## src/hdl/lru_replacement_policy_assert.svh

```systemverilog
// assertion macros for the lru replacement policy
// expects clk_i and rst_ni in the scope of the including module
`ifndef LRU_REPLACEMENT_POLICY_ASSERT_SVH
`define LRU_REPLACEMENT_POLICY_ASSERT_SVH

// same-cycle implication, checked outside reset
`define LRP_ASSERT_NOW(label, ante, cons) \
  label: assert property (@(posedge clk_i) disable iff (!rst_ni) (ante) |-> (cons)) \
    else $error("lru replacement policy check failed");

// next-cycle implication, checked outside reset
`define LRP_ASSERT_NEXT(label, ante, cons) \
  label: assert property (@(posedge clk_i) disable iff (!rst_ni) (ante) |=> (cons)) \
    else $error("lru replacement policy check failed");

`endif

```

## src/hdl/lrp_pkg.sv

```systemverilog
// shared types and constants of the lru replacement policy
// no dependencies
`default_nettype none

package lrp_pkg;

  localparam int MASK_W   = 16;
  localparam int INDEX_W  = 4;

  localparam logic OP_ACCESS  = 1'b0;
  localparam logic OP_REPLACE = 1'b1;

  typedef struct packed {
    logic               operation;
    logic [INDEX_W-1:0] block_index;
    logic [MASK_W-1:0]  valid_mask;
  } in_word_t;

  typedef struct packed {
    logic [INDEX_W-1:0] victim_index;
    logic               victim_was_free;
  } out_word_t;

  // control broadcast to every cell of the recency chain
  typedef struct packed {
    logic upd;    // commit the shift this cycle
    logic touch;  // access: cell holding blk_i starts the shift
    logic evict;  // replace with all valid: head cell starts the shift
  } cell_ctrl_t;

endpackage

`default_nettype wire

```

## src/hdl/lrp_cell.sv

```systemverilog
// one position of the recency chain, holding a single block index
// depends on lrp_pkg
`default_nettype none

module lrp_cell #(
  parameter int IdxW     = 4,
  parameter int ResetVal = 0,
  parameter bit IsHead   = 1'b0
) (
  input  wire logic              clk_i,
  input  wire logic              rst_ni,
  input  wire lrp_pkg::cell_ctrl_t ctrl_i,
  input  wire logic [IdxW-1:0]   blk_i,
  input  wire logic [IdxW-1:0]   nxt_val_i,
  input  wire logic              shift_i,
  output logic                   shift_o,
  output logic [IdxW-1:0]        val_o
);

  logic [IdxW-1:0] val_q, val_d;
  logic            hit;

  assign hit     = (ctrl_i.touch && (val_q == blk_i)) || (ctrl_i.evict && IsHead);
  assign shift_o = shift_i | hit;
  assign val_o   = val_q;

  // from the moved entry onwards every cell takes its neighbour's value
  always_comb begin
    val_d = val_q;
    if (ctrl_i.upd && shift_o) begin
      val_d = nxt_val_i;
    end
  end

  always_ff @(posedge clk_i or negedge rst_ni) begin
    if (!rst_ni) begin
      val_q <= IdxW'(ResetVal);
    end else begin
      val_q <= val_d;
    end
  end

endmodule

`default_nettype wire

```

## src/hdl/lru_replacement_policy.sv

```systemverilog
// lru replacement policy for a fully associative set of NUM_BLOCKS blocks. a word is
// accepted into a work register and retires from it; a replace writes its result into
// the output register as it retires, and can only retire while that register is free or
// emptying. a new word is taken in the cycle the previous one retires, giving up to one
// word per cycle when the output is not stalled. the recency list is a chain of
// NUM_BLOCKS cells, least recent at cell 0. an
// access finds its block by a compare in every cell, and that cell plus all cells above it
// take the value of their upper neighbour while the last cell takes the touched block. a
// replace returns the lowest invalid block (blocks 16 and up count as invalid) without
// touching the list, or, with every block valid, the head of the list, which is then rotated
// to the most-recent end. accesses give no result word; accesses to a missing block are
// ignored. after reset the list holds NUM_BLOCKS-1 down to 0, least recent first.
// depends on lrp_pkg, lrp_cell and lru_replacement_policy_assert.svh
`default_nettype none

`include "lru_replacement_policy_assert.svh"

module lru_replacement_policy #(
  parameter int NUM_BLOCKS = 16
) (
  input  wire logic              clk_i,
  input  wire logic              rst_ni,
  input  wire logic              in_valid_i,
  output logic                   in_stall_o,
  input  wire lrp_pkg::in_word_t in_word_i,
  output logic                   out_valid_o,
  input  wire logic              out_stall_i,
  output lrp_pkg::out_word_t     out_word_o
);

  localparam int IdxW = $clog2(NUM_BLOCKS);

  // work register, holds the word being retired
  logic              busy_q, busy_d;
  lrp_pkg::in_word_t work_q;
  logic              in_acc;
  logic              done;

  // output register
  logic               out_valid_q, out_valid_d;
  lrp_pkg::out_word_t out_word_q;

  // recency chain
  logic [IdxW-1:0]     cell_val [NUM_BLOCKS];
  logic [NUM_BLOCKS:0] shift;
  logic [IdxW-1:0]     moved_val;
  lrp_pkg::cell_ctrl_t ctrl;

  // decode of the word under work
  logic [IdxW+lrp_pkg::INDEX_W-1:0] blk_ext;
  logic [IdxW-1:0]                  blk;
  logic                             blk_in_range;
  logic [NUM_BLOCKS-1:0]            blk_valid;
  logic                             all_valid;
  logic [IdxW-1:0]                  free_idx;
  logic [IdxW+lrp_pkg::INDEX_W-1:0] victim_ext;
  logic                             is_replace;

  // a replace can only retire when the output register is free or emptying
  assign is_replace = (work_q.operation == lrp_pkg::OP_REPLACE);
  assign done       = busy_q && (!is_replace || !out_valid_q || !out_stall_i);
  assign in_stall_o = busy_q && !done;
  assign in_acc     = in_valid_i && !in_stall_o;

  always_comb begin
    busy_d = busy_q;
    if (in_acc) begin
      busy_d = 1'b1;
    end else if (done) begin
      busy_d = 1'b0;
    end
  end

  always_ff @(posedge clk_i or negedge rst_ni) begin
    if (!rst_ni) begin
      busy_q <= 1'b0;
    end else begin
      busy_q <= busy_d;
    end
  end

  always_ff @(posedge clk_i) begin
    if (in_acc) begin
      work_q <= in_word_i;
    end
  end

  // block index widened or narrowed to the chain width
  assign blk_ext      = (IdxW + lrp_pkg::INDEX_W)'(work_q.block_index);
  assign blk          = blk_ext[IdxW-1:0];
  assign blk_in_range = (int'(work_q.block_index) < NUM_BLOCKS);

  // blocks beyond the mask have no bit and count as invalid
  always_comb begin
    blk_valid = '0;
    for (int k = 0; k < NUM_BLOCKS; k++) begin
      if (k < lrp_pkg::MASK_W) begin
        blk_valid[k] = work_q.valid_mask[4'(k)];
      end
    end
  end

  assign all_valid = &blk_valid;

  // lowest invalid block, scanned from the top so the lowest wins
  always_comb begin
    free_idx = '0;
    for (int k = NUM_BLOCKS - 1; k >= 0; k--) begin
      if (!blk_valid[k]) begin
        free_idx = IdxW'(k);
      end
    end
  end

  // chain control
  assign ctrl.upd   = done;
  assign ctrl.touch = !is_replace && blk_in_range;
  assign ctrl.evict = is_replace && all_valid;
  assign moved_val  = ctrl.evict ? cell_val[0] : blk;
  assign shift[0]   = 1'b0;

  for (genvar g = 0; g < NUM_BLOCKS; g++) begin : g_cell
    logic [IdxW-1:0] nxt_val;
    if (g == NUM_BLOCKS - 1) begin : g_tail
      // most-recent end takes the moved block
      assign nxt_val = moved_val;
    end else begin : g_body
      assign nxt_val = cell_val[g+1];
    end

    lrp_cell #(
      .IdxW     (IdxW),
      .ResetVal (NUM_BLOCKS - 1 - g),
      .IsHead   (g == 0)
    ) u_cell (
      .clk_i     (clk_i),
      .rst_ni    (rst_ni),
      .ctrl_i    (ctrl),
      .blk_i     (blk),
      .nxt_val_i (nxt_val),
      .shift_i   (shift[g]),
      .shift_o   (shift[g+1]),
      .val_o     (cell_val[g])
    );
  end

  // victim reported in its low four bits
  assign victim_ext = all_valid ? (IdxW + lrp_pkg::INDEX_W)'(cell_val[0])
                                : (IdxW + lrp_pkg::INDEX_W)'(free_idx);

  always_comb begin
    out_valid_d = out_valid_q;
    if (done && is_replace) begin
      out_valid_d = 1'b1;
    end else if (!out_stall_i) begin
      out_valid_d = 1'b0;
    end
  end

  always_ff @(posedge clk_i or negedge rst_ni) begin
    if (!rst_ni) begin
      out_valid_q <= 1'b0;
    end else begin
      out_valid_q <= out_valid_d;
    end
  end

  always_ff @(posedge clk_i) begin
    if (done && is_replace) begin
      out_word_q.victim_index    <= victim_ext[lrp_pkg::INDEX_W-1:0];
      out_word_q.victim_was_free <= !all_valid;
    end
  end

  assign out_valid_o = out_valid_q;
  assign out_word_o  = out_word_q;

  // every block index sits in exactly one cell
  logic [(1<<IdxW)-1:0] present;
  always_comb begin
    present = '0;
    for (int k = 0; k < NUM_BLOCKS; k++) begin
      present[cell_val[k]] = 1'b1;
    end
  end

  `LRP_ASSERT_NOW(a_list_is_permutation, 1'b1, &present[NUM_BLOCKS-1:0])
  `LRP_ASSERT_NOW(a_stall_only_when_busy, in_stall_o, busy_q)
  `LRP_ASSERT_NEXT(a_result_from_replace, done && is_replace, out_valid_o)
  `LRP_ASSERT_NEXT(a_no_result_from_access, done && !is_replace && !(out_valid_q && out_stall_i),
                   !out_valid_o)

endmodule

`default_nettype wire
```

## config.mk

```make
export PLATFORM = sky130hd
export DESIGN_NAME = lru_replacement_policy
export DESIGN_NICKNAME = d
export VERILOG_FILES = /design/src/hdl/lrp_pkg.sv /design/src/hdl/lrp_cell.sv /design/src/hdl/lru_replacement_policy.sv
export VERILOG_INCLUDE_DIRS = /design/src /design/src/hdl
export SDC_FILE = /design/constraint.sdc
export NUM_CORES = 1
export LEC_CHECK = 0
export ABC_AREA = 1
export BUFFER_PORTS_ARGS = -buffer_cell sky130_fd_sc_hd__buf_2
export CAP_MARGIN = 20
export CORE_UTILIZATION = 35
export CTS_BUF_LIST = sky130_fd_sc_hd__clkbuf_4
export DETAILED_ROUTE_END_ITERATION = 10
export GPL_TIMING_DRIVEN = 1
export PLACE_DENSITY = 0.69
export SYNTH_ARGS = -nofsm -noshare
export SYNTH_HDL_FRONTEND = slang
export SYNTH_SLANG_ARGS = --single-unit
export TNS_END_PERCENT = 30
```

## constraint.sdc

```tcl
create_clock -name clk_i -period 1.5 [get_ports clk_i]
set_input_delay 0.225 -clock clk_i [delete_from_list [all_inputs] [get_ports clk_i]]
set_output_delay 0.225 -clock clk_i [all_outputs]
set_load 0.01 [all_outputs]
```

==> results of run 1 <==
-- registers in the layout, indices dropped and copies added, names as in the netlist --
register     count
out_valid_o      1
is_replace       1
out_word_o       3
blk_valid        7
busy_q           1
-- layout by cell type, fill, tap and decap left out --
cell	count
nand2_1	9
nor2_1	4
buf_4	1
a21oi_1	2
inv_1	3
dlygate4sd3_1	1
clkbuf_4	4
buf_2	16
edfxtp_1	11
o21ai_0	1
conb_1	2
a21oi_2	1
dfrtp_1	2
-- power by group through the flow --
stage | clock network (mW) | logic, mW | registers (mW)
after floorplan | 0 | 0.0277 | 0.438
after global placement | 0 | 0.0542 | 0.435
after detailed placement | 0 | 0.0561 | 0.435
after CTS | 0.229 | 0.0582 | 0.427
after global routing | 0.247 | 0.0654 | 0.429
final | 0.222 | 0.0570 | 0.427
-- critical path, stage by stage (launching register included) --
cell and delay (ps):
dfrtp_1 360, nand2_1 80, nor2_1 130, buf_2 150
-- cells by family after synthesis --
family | Yosys count
other cells | 2
compound gates | 4
buf+inv | 5
flops | 13
simple gates | 13
-- metrics by stage --
stage	hold WS (ps)	setup WS (ps)
detailed placement	11.4	423
floorplan	-70.6	165
global route	111	187
finish	132	291
CTS	122	274
global placement	9.00	430
-- cell type report --
type | instances | area share, %
flip-flops and latches | 13 | 61.5
clock buffers | 4 | 4.86
inverters | 3 | 1.82
multi-input cells | 19 | 13.0
well taps | 15 | 3.04
repair buffers | 18 | 15.8
-- layer usage --
metal | GRT usage, % | up-vias | wire (um)
li1 | - | 157 | -
met1 | 9.67 | 135 | 251
met4 | 10.3 | 0 | 0
met3 | 1.70 | 0 | 30
met2 | 17.5 | 12 | 321
met5 | 0 | - | 0
-- path summary, 6_finish.rpt --
kind                                         start                       to  slack, ps  cells after the start
setup / recovery           out_valid_o$_DFFE_PN0P_               in_stall_o        290                      3
hold / removal                        in_word_i[1]   blk_valid[1]$_DFFE_PP_        130                      1
setup reg to reg              is_replace$_DFFE_PP_   blk_valid[0]$_DFFE_PP_        420                      4
hold reg to reg               is_replace$_DFFE_PP_  out_valid_o$_DFFE_PN0P_        520                      2
max in group asynchronous                   rst_ni       busy_q$_DFFE_PN0P_       1140                      2
min in group asynchronous                   rst_ni  out_valid_o$_DFFE_PN0P_        270                      2
==> reports/metrics.cfg, run 1 <==
[clock_tree]
cts.reportedPaths.clkPinSlew_ps = 70
cts_resized = 0
cts_tree = done
clockBufferDepth = 2
htreeDepth = 1
cts_buffers = 3
cts_root_buf = clkbuf_4
clkLatencyLatePin_ps = 260
clkSinkCount = 13
post-cts-setup-buffer-count = 0
ctsHoldBuffers = 1

[power]
peakVddDrop_mv = 0.494
total_power_mw = 0.706
p_int_mw = 0.565
pwr-share-seq_pct = 60.5
swShare_pct = 19.9
power_density_nw_per_um2 = 1140
switchingPower_mw = 0.141
clockPowerShare_pct = 31.4
p_comb_share_pct = 8.1
p_leak_nw = 0.281

[global_routing]
antenna_found_initial = 0
track_usage_pct = 10.1
grt_max_degree = 9
grt_pass1_wl_um = 972
gr-total-overflow = 0
grt_pass1_vias = 267

[layout]
finalInstanceArea_um2 = 618
final_core_util_pct = 47.5
multi_input_area_um2 = 80.1
stdcell_count = 72
drive_above_1_share_pct = 38.6
antenna_cells = 0
fillers = 125
area_growth_pct = 27.0
regArea_um2 = 380
fin_nets = 83

[logic_synthesis]
synth_compound_area_share_pct = 4.88
yosysWarnings = 0
syn-num-nets = 62
synthXorXnorAreaFrac_pct = 0
yosys.area_share.simple_pct = 10.0
seq_area_frac_synth_pct = 78.1
synth_area_leaders = edfxtp_1 68%, dfrtp_1 10%, nand2_1 6.9%
yosysTopAreaCell = edfxtp_1
synth.avg_cell_area_um2 = 13.2
async_reset_ff_share_pct = 15.4
yosys.area.top_type_share_pct = 67.9
ys_ff_latch = 13
synth_ff_type = edfxtp_1
synth_cell_types = 10
synthMuxAreaShare_pct = 0
synthAdderAreaFrac_pct = 0
synth.cell_area_um2 = 487
synth_top_family_by_area = simple AND/OR/NAND/NOR gates
synth_edf_count = 11
synthTopCellsByCount = 11 x edfxtp_1, 9 x nand2_1, 4 x nor2_1, 3 x inv_1
netlist_instances = 37
yosysMostFrequentCell = edfxtp_1

[floorplan]
dieArea_um2 = 1540
initial_core_util_pct = 37.4
die_h_um = 39.3
die_w_um = 39.3
core_um2 = 1300
ios = 32
rows = 13

[sta]
finalSetupViolCount = 0
period_minus_slack_ps = 1210
finalSetupTns_ps = 0
worst_clock_skew_ps = 0.869
rsz0062_at_grt = no
drv_slew = 0
final.period_utilization_pct = 80.6
hold_viol = 0
max_freq_mhz = 827

[run]
max-cap-violations = 0

[worst_setup_path]
endpoint_kind = output pin
worstPathArrival_ps = 980
crit_type = register to output pin
start_kind = register
worstPathRequired_ps = 1270
critPathMaxFanout = 3

[status]
status = finished, final reports clean

[placement]
gp_congestion = 0.753
io_buffer_count = 16
place_area_um2 = 578
dpl.cell_count = 67
dp_hpwl_um = 486

[routing]
via_count = 304
first_pass_iters = 3
ant_nets = 0
wirelength_um = 604
drt_iter0_drc = 4
drc = 0
vias_per_cell = 4.22
routedWlPerCell_um = 8.39

[worst_hold_path]
min_path_type = input port to register

Note: power is estimated with default switching activity, not from simulation.
==> inputs of run 2 (changes only) <==
==> constraint.sdc (replaced) <==
create_clock -name clk_i -period 1.25 [get_ports clk_i]
set_input_delay 0.1875 -clock clk_i [delete_from_list [all_inputs] [get_ports clk_i]]
set_output_delay 0.1875 -clock clk_i [all_outputs]
set_load 0.01 [all_outputs]
==> run 2 against run 1 <==
Effect of this change:
- final cell count unchanged
- design area increased by 1.2%
- via count decreased by 3.9%
- critical endpoint unchanged
- clock skew increased by 2.4 ps
- first-iteration DRC count decreased by 75%
- register-to-register slack got worse by 360 ps
- die area unchanged
- critical path type unchanged
- utilization increased by 0.58 points
- global-route usage increased by 0.087 points
- count of clock-buffer cells in the layout unchanged
- routed wire length decreased by 2.5%
- sequential power increased by 20%
==> reports/metrics.cfg, run 2 (same netlist as run 1, synthesis figures left out) <==
[status]
status = finished, final reports clean

[layout]
finalInstanceArea_um2 = 626  ; +1.2%
area_growth_pct = 28.5
fin_nets = 83  ; unchanged
layout_common_cells = 16 x buf_2, 11 x edfxtp_1, 8 x nand2_1, 4 x clkbuf_4, 3 x inv_1
antenna_cells = 0  ; unchanged
fillers = 130  ; +4.0%
largest_reg_flops = 7  ; unchanged
final_common_cell = buf_2
drive_above_1_share_pct = 43.9  ; +5.3 points

[worst_setup_path]
cp_slowest_cell = dfrtp_1
crit_type = register to output pin
critPathMaxFanout = 3  ; unchanged
r2r_setup_slack_ps = 60  ; -360 ps
reg2reg_depth = 3  ; -1
endpoint_kind = output pin
worstPathRequired_ps = 1060  ; -210 ps
path_cells = nand2_2, nor2_2, buf_2
start_kind = register
cp_slowest_stage_delay_ps = 390  ; +30 ps
r2r_start = out_valid_o$_DFFE_PN0P_
r2r_end = blk_valid[6]$_DFFE_PP_
worstPathArrival_ps = 1010  ; +30 ps

[floorplan]
die_w_um = 39.3  ; unchanged
dieArea_um2 = 1540  ; unchanged
die_h_um = 39.3  ; unchanged
ios = 32  ; unchanged
rows = 13  ; unchanged
initial_core_util_pct = 37.4  ; unchanged
core_um2 = 1300  ; unchanged

[clock_tree]
cts_root_buf = clkbuf_4
htreeDepth = 1  ; unchanged
post-cts-setup-buffer-count = 0  ; unchanged
cts_tree = done
clkSinkCount = 13  ; unchanged
clkLatencyLatePin_ps = 260  ; about the same
cts_buffers = 3  ; unchanged
clockBufferDepth = 2  ; unchanged
cts.reportedPaths.clkPinSlew_ps = 80  ; about the same

[placement]
place_area_um2 = 581  ; +0.43%
dp_hpwl_um = 433  ; -11%
io_buffer_count = 16  ; unchanged
gp_congestion = 0.719  ; -4.5%

[global_routing]
grt_pass1_vias = 270  ; +1.1%
use_met3_pct = 1.70  ; unchanged
antenna_found_initial = 0  ; unchanged
grt_max_degree = 9  ; unchanged
gr-usage-met2_pct = 16.3  ; -1.2 points
busiest_layer = met2
track_usage_pct = 10.2  ; +0.087 points
gr-total-overflow = 0  ; unchanged
grt_pass1_wl_um = 979  ; +0.72%
grt_util_met1_pct = 11.1  ; +1.4 points

[power]
pwr-share-seq_pct = 60.3  ; -0.2 points
p_leak_nw = 0.281  ; about the same
peakVddDrop_mv = 0.664  ; +34%
swShare_pct = 20.2  ; +0.22 points
total_power_mw = 0.851  ; +20%
power_density_nw_per_um2 = 1360  ; +19%
p_comb_share_pct = 8.4  ; +0.3 points
clockPowerShare_pct = 31.4  ; about the same
p_int_mw = 0.679  ; +20%
switchingPower_mw = 0.172  ; +22%

[worst_hold_path]
min_path_cells = 1  ; unchanged
hp-start = in_word_i[20]
hold_path_end = is_replace$_DFFE_PP_
min_path_type = input port to register

[sta]
worst_clock_skew_ps = 3.32  ; +2.45 ps
final.period_utilization_pct = 96.1
drv_slew = 0  ; unchanged
period_minus_slack_ps = 1200
rsz0062_at_grt = yes
max_freq_mhz = 832
finalSetupViolCount = 0  ; unchanged
hold_viol = 0  ; unchanged

[routing]
ant_nets = 0  ; unchanged
routedWlPerCell_um = 8.18  ; -2.5%
drt_iter0_drc = 1  ; -3
vias_per_cell = 4.06  ; -3.9%
drc = 0  ; unchanged
first_pass_iters = 2  ; -1
via_count = 292  ; -3.9%
wirelength_um = 589  ; -2.5%

[run]
max-cap-violations = 0  ; unchanged

run 2: cell counts in the layout (fill, tap and decap cells not counted):
No cell type changed its count.
run 2: metrics by stage:
step | hold slack [ps] | utilization [%] | instances | TNS [ps] | worst slack, ps
floorplan | -108 | - | 37 | 0 | 65.4
global placement | -28.3 | 44.6 | 67 | 0 | 69.7
detailed placement | -26.0 | 44.6 | 67 | 0 | 51.5
CTS | 82.6 | 47.9 | 72 | 0 | 10.3
global route | 74.4 | 48.1 | 72 | -163 | -21.9
finish | 93.4 | 48.1 | 72 | 0 | 48.2
run 2: how the worst max path moves through the flow:
stage | startpoint | to | cells past startpoint
CTS | out_valid_o$_DFFE_PN0P_ | blk_valid[4]$_DFFE_PP_ | 3
floorplan | out_valid_o$_DFFE_PN0P_ | blk_valid[0]$_DFFE_PP_ | 3
finish | out_valid_o$_DFFE_PN0P_ | in_stall_o | 3
global placement | out_valid_o$_DFFE_PN0P_ | blk_valid[6]$_DFFE_PP_ | 3
global route | out_valid_o$_DFFE_PN0P_ | blk_valid[6]$_DFFE_PP_ | 3
detailed placement | out_valid_o$_DFFE_PN0P_ | blk_valid[6]$_DFFE_PP_ | 3
run 2: metal layers:
layer,wire length [um],vias to the layer above
li1,-,157
met1,252,121
met2,290,12
met3,39,2
met4,6,0
met5,0,-
run 2: power groups by stage:
stage                     Clock [mW]  Combinational (mW)  Sequential (mW)
after floorplan                    0              0.0342            0.525
after global placement             0              0.0656            0.522
after detailed placement           0              0.0677            0.522
after CTS                      0.276              0.0715            0.512
after global routing           0.303              0.0800            0.516
final                          0.267              0.0712            0.513
run 2: repair_timing:
| item | CTS | global route |
|---|---|---|
| cloned | 0 | 0 |
| endpoints found under the setup margin | 1 | 9 |
| resized for setup | 1 | 1 |
| endpoints found under the hold margin | 2 | 0 |
| hold buffers | 1 | 0 |
| pin swaps | 0 | 1 |
run 2: worst max-delay path, delay by kind of cell (launching register included):
| kind | cells | cell delay, ps |
|---|---|---|
| flops | 1 | 390 |
| buf+inv | 1 | 150 |
| simple gates | 2 | 210 |
run 2: area by class of cell:
cell class	instances	area, um2	share of cell area (%)
timing repair buffer	18	97.6	15.6
sequential	13	380	60.8
clock buffer	4	30.0	4.80
tap	15	18.8	3.00
multi-input combinational	19	87.6	14.0
inverter	3	11.3	1.80
==> inputs of run 3 (changes only) <==
--- a/config.mk
+++ b/config.mk
@@ -6,14 +6,13 @@
 export SDC_FILE = /design/constraint.sdc
 export NUM_CORES = 1
 export LEC_CHECK = 0
-export ABC_AREA = 1
 export BUFFER_PORTS_ARGS = -buffer_cell sky130_fd_sc_hd__buf_2
 export CAP_MARGIN = 20
 export CORE_UTILIZATION = 35
 export CTS_BUF_LIST = sky130_fd_sc_hd__clkbuf_4
 export DETAILED_ROUTE_END_ITERATION = 10
 export GPL_TIMING_DRIVEN = 1
-export PLACE_DENSITY = 0.69
+export PLACE_DENSITY = 0.68
 export SYNTH_ARGS = -nofsm -noshare
 export SYNTH_HDL_FRONTEND = slang
 export SYNTH_SLANG_ARGS = --single-unit
==> run 3 against run 2 <==
Effect of this change:
- combinational power shrank 11%
- global-route usage grew 0.22 points
- design area shrank 1.4%
- setup slack gained 38 ps
- sequential share of layout area grew 0.86 points
- largest power group unchanged
==> reports/metrics.cfg, run 3 <==
[placement]
post-place-ws_ps = 35.5  ; -16.0 ps
dpl.cell_count = 64  ; -4.5%
io_buffer_count = 16  ; unchanged
gp_congestion = 0.721  ; +0.26%

[logic_synthesis]
yosys.area_share.simple_pct = 10.4  ; +0.41 points
synth_edf_count = 11  ; unchanged
seq_area_frac_synth_pct = 77.4  ; -0.80 points
synth_top_family_by_area = simple AND/OR/NAND/NOR gates
synth.avg_cell_area_um2 = 14.0  ; +6.8%
yosysTopAreaCell = edfxtp_1
yosysWarnings = 0  ; unchanged
synth_cell_types = 13  ; +3
ys_ff_latch = 13  ; unchanged
synthXorXnorAreaFrac_pct = 0  ; unchanged
synthMuxAreaShare_pct = 0  ; unchanged
synthTopCellsByCount = 11 x edfxtp_1, 5 x nand2_1, 3 x inv_1
yosysMostFrequentCell = edfxtp_1
synth_compound_area_share_pct = 5.34  ; +0.46 points
synth_ff_type = edfxtp_1
async_reset_ff_share_pct = 15.4  ; unchanged
synth_area_leaders = edfxtp_1 67%, dfrtp_1 10%, nand2_1 3.8%
netlist_instances = 35  ; -5.4%
synthAdderAreaFrac_pct = 0  ; unchanged
yosys.area.top_type_share_pct = 67.2  ; -0.69 points
synth.cell_area_um2 = 492  ; +1.0%
syn-num-nets = 60  ; -3.2%

[sta]
rsz0062_at_grt = no
finalSetupTns_ps = 0  ; unchanged
worst_clock_skew_ps = 0.844  ; -2.47 ps
drv_slew = 0  ; unchanged
final.period_utilization_pct = 93.1  ; -3.1 points
layout_setup_ws_ps = 86.7  ; +38.5 ps
holdWs_ps = 91.3  ; -2.06 ps
finalSetupViolCount = 0  ; unchanged
period_minus_slack_ps = 1160  ; -38.5 ps
max_freq_mhz = 860  ; +3.3%
hold_viol = 0  ; unchanged

[layout]
area_growth_pct = 25.4
antenna_cells = 0  ; unchanged
layout_common_cells = 16 x buf_2, 11 x edfxtp_1, 5 x nand2_1, 4 x clkbuf_4, 3 x inv_1
stdcell_count = 69  ; -4.2%
fillers = 119  ; -8.5%
final_common_cell = buf_2
fin_nets = 80  ; -3.6%
final_core_util_pct = 47.4  ; -0.67 points
largest_reg_flops = 7  ; unchanged
drive_above_1_share_pct = 40.7  ; -3.1 points

[power]
clockPowerShare_pct = 31.7  ; +0.3 points
p_int_mw = 0.677  ; -0.32%
pwr-share-seq_pct = 60.8  ; +0.5 points
switchingPower_mw = 0.172  ; +0.51%
peakVddDrop_mv = 0.697  ; +4.9%
p_comb_share_pct = 7.5  ; -0.9 points
p_leak_nw = 0.279  ; -0.69%
swShare_pct = 20.3  ; +0.13 points
power_density_nw_per_um2 = 1380  ; +1.3%

[floorplan]
ios = 32  ; unchanged
rows = 13  ; unchanged
core_um2 = 1300  ; unchanged
die_w_um = 39.5  ; +0.48%
dieArea_um2 = 1560  ; +0.97%
initial_core_util_pct = 37.8  ; +0.38 points
die_h_um = 39.5  ; +0.48%

[clock_tree]
cts_tree = done
htreeDepth = 1  ; unchanged
clkLatencyLatePin_ps = 270  ; about the same
cts_buffers = 3  ; unchanged
clockBufferDepth = 2  ; unchanged
cts_root_buf = clkbuf_4
post-cts-setup-buffer-count = 0  ; unchanged
clkSinkCount = 13  ; unchanged
cts.reportedPaths.clkPinSlew_ps = 70  ; about the same

[worst_setup_path]
worstPathRequired_ps = 1060  ; about the same
critPathMaxFanout = 3  ; unchanged
start_kind = register
worstPathArrival_ps = 980  ; -30 ps
crit_type = register to output pin
endpoint_kind = output pin

[routing]
routedWlPerCell_um = 9.51  ; +16%
vias_per_cell = 4.20  ; +3.6%
drc = 0  ; unchanged
via_count = 290  ; -0.68%
first_pass_iters = 4  ; +2
wirelength_um = 656  ; +11%
drt_iter0_drc = 3  ; +2
ant_nets = 0  ; unchanged

[global_routing]
gr-total-overflow = 0  ; unchanged
antenna_found_initial = 0  ; unchanged
grt_max_degree = 9  ; unchanged
grt_pass1_vias = 286  ; +5.9%
track_usage_pct = 10.4  ; +0.22 points
grt_pass1_wl_mm = 1.03  ; +5.0%

[status]
status = finished, final reports clean

[run]
max-cap-violations = 0  ; unchanged

[worst_hold_path]
min_path_type = input port to register

==> run 3: kinds of logic after synthesis <==
logic type / after synthesis
AO/OA/AOI/OAI: 5
buffers and inverters: 5
flip-flops: 13
other: 2
AND/OR/NAND/NOR: 10
==> run 3: metal layers <==
metal	up-vias	GRT usage, %	wire [um]
met5	-	0	0
met4	0	7.76	0
met3	0	1.70	35
met2	12	18.0	344
met1	126	11.1	276
li1	152	-	-
==> run 3: power by group through the flow <==
stage,Sequential (mW),Combinational [mW],Clock [mW]
after detailed placement,0.526,0.0614,0
after floorplan,0.528,0.0301,0
after global routing,0.519,0.0730,0.302
after CTS,0.517,0.0640,0.283
after global placement,0.525,0.0594,0
final,0.516,0.0636,0.270
==> run 3: through the flow <==
stage,power [mW],cell area [um2]
final,0.850,617
after global routing,0.894,617
after CTS,0.863,616
after detailed placement,0.588,576
after global placement,0.584,576
after floorplan,0.558,492
==> run 3: area by class of cell <==
| class | instances | area (um2) | share of cell area [%] |
|---|---|---|---|
| Tap cell | 15 | 18.8 | 3.04 |
| Inverter | 3 | 11.3 | 1.83 |
| Clock buffer | 4 | 30.0 | 4.87 |
| Multi-Input combinational cell | 17 | 86.3 | 14.0 |
| Sequential cell | 13 | 380 | 61.7 |
| Timing Repair Buffer | 17 | 90.1 | 14.6 |
==> run 3: path summary, 6_finish.rpt <==
kind,startpoint,end,slack [ps],depth (start not counted)
worst max-delay path,is_replace$_DFFE_PP_,in_stall_o,90,3
worst min-delay path,in_word_i[3],blk_valid[3]$_DFFE_PP_,90,1
worst max register to register,is_replace$_DFFE_PP_,blk_valid[5]$_DFFE_PP_,150,2
worst min register to register,busy_q$_DFFE_PN0P_,out_valid_o$_DFFE_PN0P_,520,2
max in group asynchronous,rst_ni,busy_q$_DFFE_PN0P_,910,2
min in group asynchronous,rst_ni,out_valid_o$_DFFE_PN0P_,240,2
==> run 3: what timing repair did <==
item | CTS | global route
endpoints found under the hold margin | 2 | 0
hold buffers | 1 | 0
setup endpoints to repair | 0 | 9
gates resized for setup | 0 | 1
==> run 3: worst max-delay path, cell delays in order, from the launching register on <==
cell and delay (ps):
edfxtp_1 420, nand4_2 130, inv_1 40, buf_2 130
